**src/hw/rtl/ghfc_pkg.sv**
```systemverilog
`default_nettype none
// ----------------------------------------------------------------------------
// ghfc_pkg: shared types and constants
// Field widths, register codes, reset values and the control bundles that
// pass between the stages of the homogeneity fire check.
// ----------------------------------------------------------------------------
package ghfc_pkg;

    localparam int PIX_W       = 8;
    localparam int GRAY_LEVELS = 2 ** PIX_W;
    localparam int DIM_W       = 11;
    localparam int THR_W       = 17;
    localparam int CFG_W       = 17;
    localparam int CFG_IDX_W   = 2;
    localparam int SUM_W       = 36;
    localparam int MIN_DIM     = 2;

    localparam int MAX_WIDTH_DEF        = 1024;
    localparam int MAX_HEIGHT_DEF       = 1024;
    localparam int WEIGHT_FRAC_BITS_DEF = 16;

    localparam logic [DIM_W-1:0] WIDTH_RESET     = DIM_W'(640);
    localparam logic [DIM_W-1:0] HEIGHT_RESET    = DIM_W'(480);
    localparam logic [THR_W-1:0] THRESHOLD_RESET = '0;

    typedef enum logic [CFG_IDX_W-1:0] {
        CFG_FRAME_WIDTH    = 2'd0,
        CFG_FRAME_HEIGHT   = 2'd1,
        CFG_CALM_THRESHOLD = 2'd2
    } ghfc_cfg_t;

    // Control of a beat between the line store read and the weight lookup.
    typedef struct packed {
        logic valid;
        logic pair_en;
        logic frame_end;
    } ghfc_s1_t;

    // Control of a beat between the weight lookup and the accumulator.
    typedef struct packed {
        logic valid;
        logic frame_end;
    } ghfc_s2_t;

endpackage : ghfc_pkg
`default_nettype wire

```
**src/hw/rtl/ghfc_accum.sv**
```systemverilog
`default_nettype none
// ----------------------------------------------------------------------------
// ghfc_accum: weight accumulator and result register
// Sums pair weights with saturation, forms the fire limit from the frame
// size and threshold, and holds the result beat until it is taken.
// ----------------------------------------------------------------------------
module ghfc_accum
    import ghfc_pkg::*;
#(
    parameter int MAX_WIDTH        = MAX_WIDTH_DEF,
    parameter int MAX_HEIGHT       = MAX_HEIGHT_DEF,
    parameter int WEIGHT_FRAC_BITS = WEIGHT_FRAC_BITS_DEF,
    localparam int CNT_W  = $clog2(MAX_WIDTH),
    localparam int RCNT_W = $clog2(MAX_HEIGHT),
    localparam int WGT_W  = WEIGHT_FRAC_BITS + 1
) (
    input  wire logic              clk,
    input  wire logic              rst_n,
    input  wire ghfc_s2_t          s2_ctl,
    input  wire logic [WGT_W-1:0]  s2_weight,
    input  wire logic [CNT_W-1:0]  wm1,
    input  wire logic [RCNT_W-1:0] hm1,
    input  wire logic [THR_W-1:0]  threshold,
    input  wire logic              out_stall,
    output      logic              out_valid,
    output      logic [SUM_W-1:0]  weighted_sum,
    output      logic              fire_flag,
    output      logic              blocked
);

    localparam int PROD_W = CNT_W + RCNT_W;
    localparam int LIM_W  = THR_W + PROD_W + 1;
    localparam int CMP_W  = (LIM_W > SUM_W) ? LIM_W : SUM_W;

    logic [PROD_W-1:0] prod_reg;
    logic [LIM_W-1:0]  limit_reg;
    logic [SUM_W-1:0]  sum_reg;
    logic [SUM_W-1:0]  sum_next;
    logic [SUM_W:0]    sum_wide;
    logic              out_valid_reg;
    logic              out_valid_next;
    logic [SUM_W-1:0]  res_sum_reg;
    logic              res_flag_reg;
    logic              emit;
    logic              step;

    // The limit is 2*(W-1)*(H-1)*threshold, formed in two registered multiplies.
    always_ff @(posedge clk)
    begin
        prod_reg  <= PROD_W'(wm1) * PROD_W'(hm1);
        limit_reg <= {(LIM_W - 1)'((LIM_W - 1)'(threshold) * (LIM_W - 1)'(prod_reg)), 1'b0};
    end

    always_comb
    begin
        blocked  = s2_ctl.valid && s2_ctl.frame_end && out_valid_reg && out_stall;
        step     = s2_ctl.valid && !blocked;
        emit     = step && s2_ctl.frame_end;
        sum_wide = {1'b0, sum_reg} + (SUM_W + 1)'(s2_weight);
        sum_next = sum_reg;
        if (step)
        begin
            if (s2_ctl.frame_end)
            begin
                sum_next = '0;
            end
            else if (sum_wide[SUM_W])
            begin
                sum_next = '1;
            end
            else
            begin
                sum_next = sum_wide[SUM_W-1:0];
            end
        end
        out_valid_next = out_valid_reg && out_stall;
        if (emit)
        begin
            out_valid_next = 1'b1;
        end
    end

    always_ff @(posedge clk or negedge rst_n)
    begin
        if (!rst_n)
        begin
            sum_reg       <= '0;
            out_valid_reg <= 1'b0;
        end
        else
        begin
            sum_reg       <= sum_next;
            out_valid_reg <= out_valid_next;
        end
    end

    always_ff @(posedge clk)
    begin
        if (emit)
        begin
            res_sum_reg  <= sum_reg;
            res_flag_reg <= CMP_W'(sum_reg) < CMP_W'(limit_reg);
        end
    end

    assign out_valid    = out_valid_reg;
    assign weighted_sum = res_sum_reg;
    assign fire_flag    = res_flag_reg;

endmodule : ghfc_accum
`default_nettype wire

```
**config.mk**
```make
export PLATFORM = sky130hd
export DESIGN_NAME = ghfc_accum
export DESIGN_NICKNAME = d
export VERILOG_FILES = /design/src/hw/rtl/ghfc_pkg.sv /design/src/hw/rtl/ghfc_accum.sv
export SDC_FILE = /design/constraint.sdc
export NUM_CORES = 1
export LEC_CHECK = 0
export BUFFER_PORTS_ARGS = -buffer_cell sky130_fd_sc_hd__buf_4
export CORE_ASPECT_RATIO = 0.7
export CORE_MARGIN = 5
export CORE_UTILIZATION = 55
export CTS_CLUSTER_DIAMETER = 100
export DETAILED_ROUTE_END_ITERATION = 8
export PLACE_DENSITY = 0.75
export SLEW_MARGIN = 20
export SYNTH_ARGS = -nofsm -noshare
export SYNTH_HDL_FRONTEND = slang
export SYNTH_SLANG_ARGS = --single-unit
```
**constraint.sdc**
```tcl
create_clock -name clk -period 12.1 [get_ports clk]
set_input_delay 2.42 -clock clk [delete_from_list [all_inputs] [get_ports clk]]
set_output_delay 2.42 -clock clk [all_outputs]
set_load 0.02 [all_outputs]
```
==> impl_metrics.tcl <==
set metrics [dict create \
    status "completed" \
    post_cts_resized 0 \
    vias 15100 \
    syn2layout_area_growth_pct 8.25 \
    cp-end-kind "flip-flop" \
    crit_chain "buf_4, nand2_1, fa_1, fa_1, inv_1, fa_1, fa_1, fa_1, fa_1, ha_1, a21oi_1, nor2_1, a211oi_1, nand2_1, o211ai_1, nand3b_1, a221oi_1, o21bai_1, xor2_1" \
    grt_pass1_vias 16300 \
    port_buffers 97 \
    slew_viol_final 0 \
    cts_num_sinks 131 \
    ys_ff_latch 131 \
    ys_warn_count 0 \
    synth_area_um2 20000 \
    hold_path_depth 0 \
    final_antenna_net_count 0 \
    clkTransAtPathRegs_ns 0.07 \
    cp.required_ns 12.39 \
    crit_path_max_incr_delay_ns 0.56 \
    avgSynthCellArea_um2 9.24 \
    drt-pass1-iter-count 6 \
    finalHoldViolCount 0 \
    yosysSeqAreaShare_pct 15.9 \
    critPathSlowestCell "fa_1" \
    nets 2804 \
    grt_pass1_wl_um 83000 \
    syn_inst 2160 \
    fmax_mhz 125 \
    grt_antenna_before_repair 0 \
    cts_buffer_depth 2 \
    dieArea_um2 40300 \
    die_w_um 238 \
    drcViolationCount 0 \
    cts_made_buffers 17 \
    yosys.area_share.simple_pct 16.7 \
    die_y_um 169 \
    min_delay_worst_endpoint "weighted_sum[0]$_DFFE_PP_" \
    largest_reg_flops 37 \
    cts_tree "yes" \
    synthMuxAreaShare_pct 0 \
    hold_start "sum_reg[0]$_DFFE_PN0P_" \
    reg2reg_slack_ns 5.25 \
    fin_crit_ns 8.00 \
    finClkSkew_ns 0.0118 \
    root_buffer "clkbuf_16" \
    tns_ns 0 \
    postCtsSetupBuffers 0 \
    cp-start-kind "input port" \
    crit_type "input port to flip-flop" \
    period_share_pct 66.1 \
    max-cap-violations 0 \
    drtIter0Drc 1200 \
    netlist-cell-type-count 65 \
    setup_slack_ns 4.10 \
    min_path_type "flip-flop to flip-flop" \
    synth_compound_area_share_pct 8.54 \
    ioPinCount 98 \
    grt_usage_pct 25.7 \
    core_um2 35800 \
    rows 58 \
    critPathMaxFanout 20 \
    ys.flop_type "dfxtp_1" \
    drive_gt1_share_pct 6.97 \
    yosys.area_share.adder_pct 46.9 \
    grt_max_degree 41 \
    pre_cts_slack_ns 3.77 \
    wl_per_cell_um 18.8 \
    r2r_start "prod_reg[13]$_DFF_P_" \
    via_per_inst 5.62 \
    grt_overflow_total 0 \
    htreeDepth 4 \
    start_util_pct 55.7 \
    gp_congestion 0.954 \
    rsz0062_at_grt "no" \
    synth_edf_count 37 \
    worst_pin_slew_ns 1.12 \
    synth_top_family_by_area "adder cells" \
    dp_hpwl_um 39400 \
    relSlewSlack_pct 25.4 \
    wl_um 50500 \
    reg2reg_depth 20 \
    worstPathArrival_ns 8.29 \
    finalSetupViolations 0 \
    cp_common_cell "fa_1" \
    async_flop_share_pct 28.2 \
    synth_xor_area_share_pct 2.59 \
    syn-num-nets 2768 \
    layout_commonest_cell "inv_1" \
    clk-insertion-delay-late_ns 0.43 \
    r2r_end "limit_reg[33]$_DFF_P_" \
    final_cell_mix "inv_1, fa_1, nand2_1" \
    hold_buffers 0 \
]
how the worst max path moves through the flow:
stage | from | end | slack (ns)
6_report | threshold[2] | limit_reg[33]$_DFF_P_ | 4.10
2_1_floorplan | threshold[2] | limit_reg[33]$_DFF_P_ | 4.18
4_1_cts | threshold[5] | limit_reg[33]$_DFF_P_ | 4.18
5_1_grt | threshold[5] | limit_reg[33]$_DFF_P_ | 3.79
3_3_place_gp | threshold[11] | limit_reg[33]$_DFF_P_ | 3.88
3_5_place_dp | threshold[2] | limit_reg[33]$_DFF_P_ | 3.77
critical path: cells and delay by family:
family,cells,cell delay [ns]
AO/OA/AOI/OAI,5,1.43
XOR/XNOR,1,0.16
adder cells (fa/ha/maj),7,3.40
buffers and inverters,2,0.28
AND/OR/NAND/NOR,4,0.59
synth_stat cells (3+ instances only):
| cell | n | area, um^2 |
|---|---|---|
| fa_1 | 332 | 6650 |
| dfrtp_1 | 37 | 926 |
| or2_2 | 4 | 25.0 |
| edfxtp_1 | 37 | 1110 |
| nor2b_1 | 13 | 81.3 |
| a211oi_1 | 11 | 82.6 |
| a21oi_1 | 76 | 380 |
| inv_1 | 403 | 1510 |
| o31ai_1 | 8 | 60.1 |
| a311oi_1 | 3 | 26.3 |
| nand2b_1 | 9 | 56.3 |
| nor3_1 | 21 | 105 |
| a41oi_1 | 4 | 35.0 |
| o21ai_0 | 39 | 195 |
| nand4b_1 | 3 | 26.3 |
| and3_1 | 17 | 106 |
| nand3b_1 | 4 | 30.0 |
| xnor2_1 | 47 | 412 |
| a21o_1 | 35 | 263 |
| nor2_1 | 48 | 180 |
| o21bai_1 | 7 | 52.6 |
| nand3_1 | 14 | 70.1 |
| nand2_1 | 299 | 1120 |
| and2_1 | 204 | 1280 |
| o211ai_1 | 9 | 67.6 |
| o21a_1 | 21 | 158 |
| clkbuf_1 | 83 | 312 |
| and4_1 | 5 | 43.8 |
| dfxtp_1 | 57 | 1140 |
| a41o_1 | 4 | 40.0 |
| xor2_1 | 12 | 105 |
| a211o_1 | 3 | 26.3 |
| nand4_1 | 13 | 81.3 |
| o21ai_1 | 3 | 15.0 |
| ha_1 | 217 | 2720 |
| a31oi_1 | 16 | 100 |
area by class of cell:
class | instances | area, um^2
sequential | 131 | 3180
timing repair buffer | 106 | 796
clock buffer | 22 | 518
inverter | 404 | 1520
clock inverter | 10 | 71.3
antenna | 3 | 7.51
fill | 3064 | 14200
multi-input combinational | 1536 | 14900
tap | 480 | 601
logic make-up after synthesis:
family | after synthesis
and+or+nand+nor | 667
adders and majority gates | 549
buffers and inverters | 493
AOI/OAI and AO/OA | 261
DFF | 131
xor gates and xnor gates | 59
metrics by stage:
stage / hold WS, ns / instance area (um^2) / instances / utilization [%]
final: 0.498 / 21600 / 2692 / 60.3
after global routing: 0.512 / 21600 / 2689 / 60.2
after CTS: 0.493 / 21600 / 2689 / 60.2
after detailed placement: 0.478 / 21000 / 2657 / 58.6
after global placement: 0.465 / 21000 / 2657 / 58.6
after floorplan: 0.450 / 20000 / 2160 / -
metal layers:
layer  vias to the layer above  wire [um]  GRT usage, %
met5                         -         77          1.40
met4                         2       1170          5.99
met3                       107       4170          6.94
met2                       588      24200          42.8
met1                      7578      20900          33.8
li1                       6843          -             -
Power is left out: the tool's default activity adds up to more than one toggle a clock period on the data nets, which glitch-free logic cannot reach.
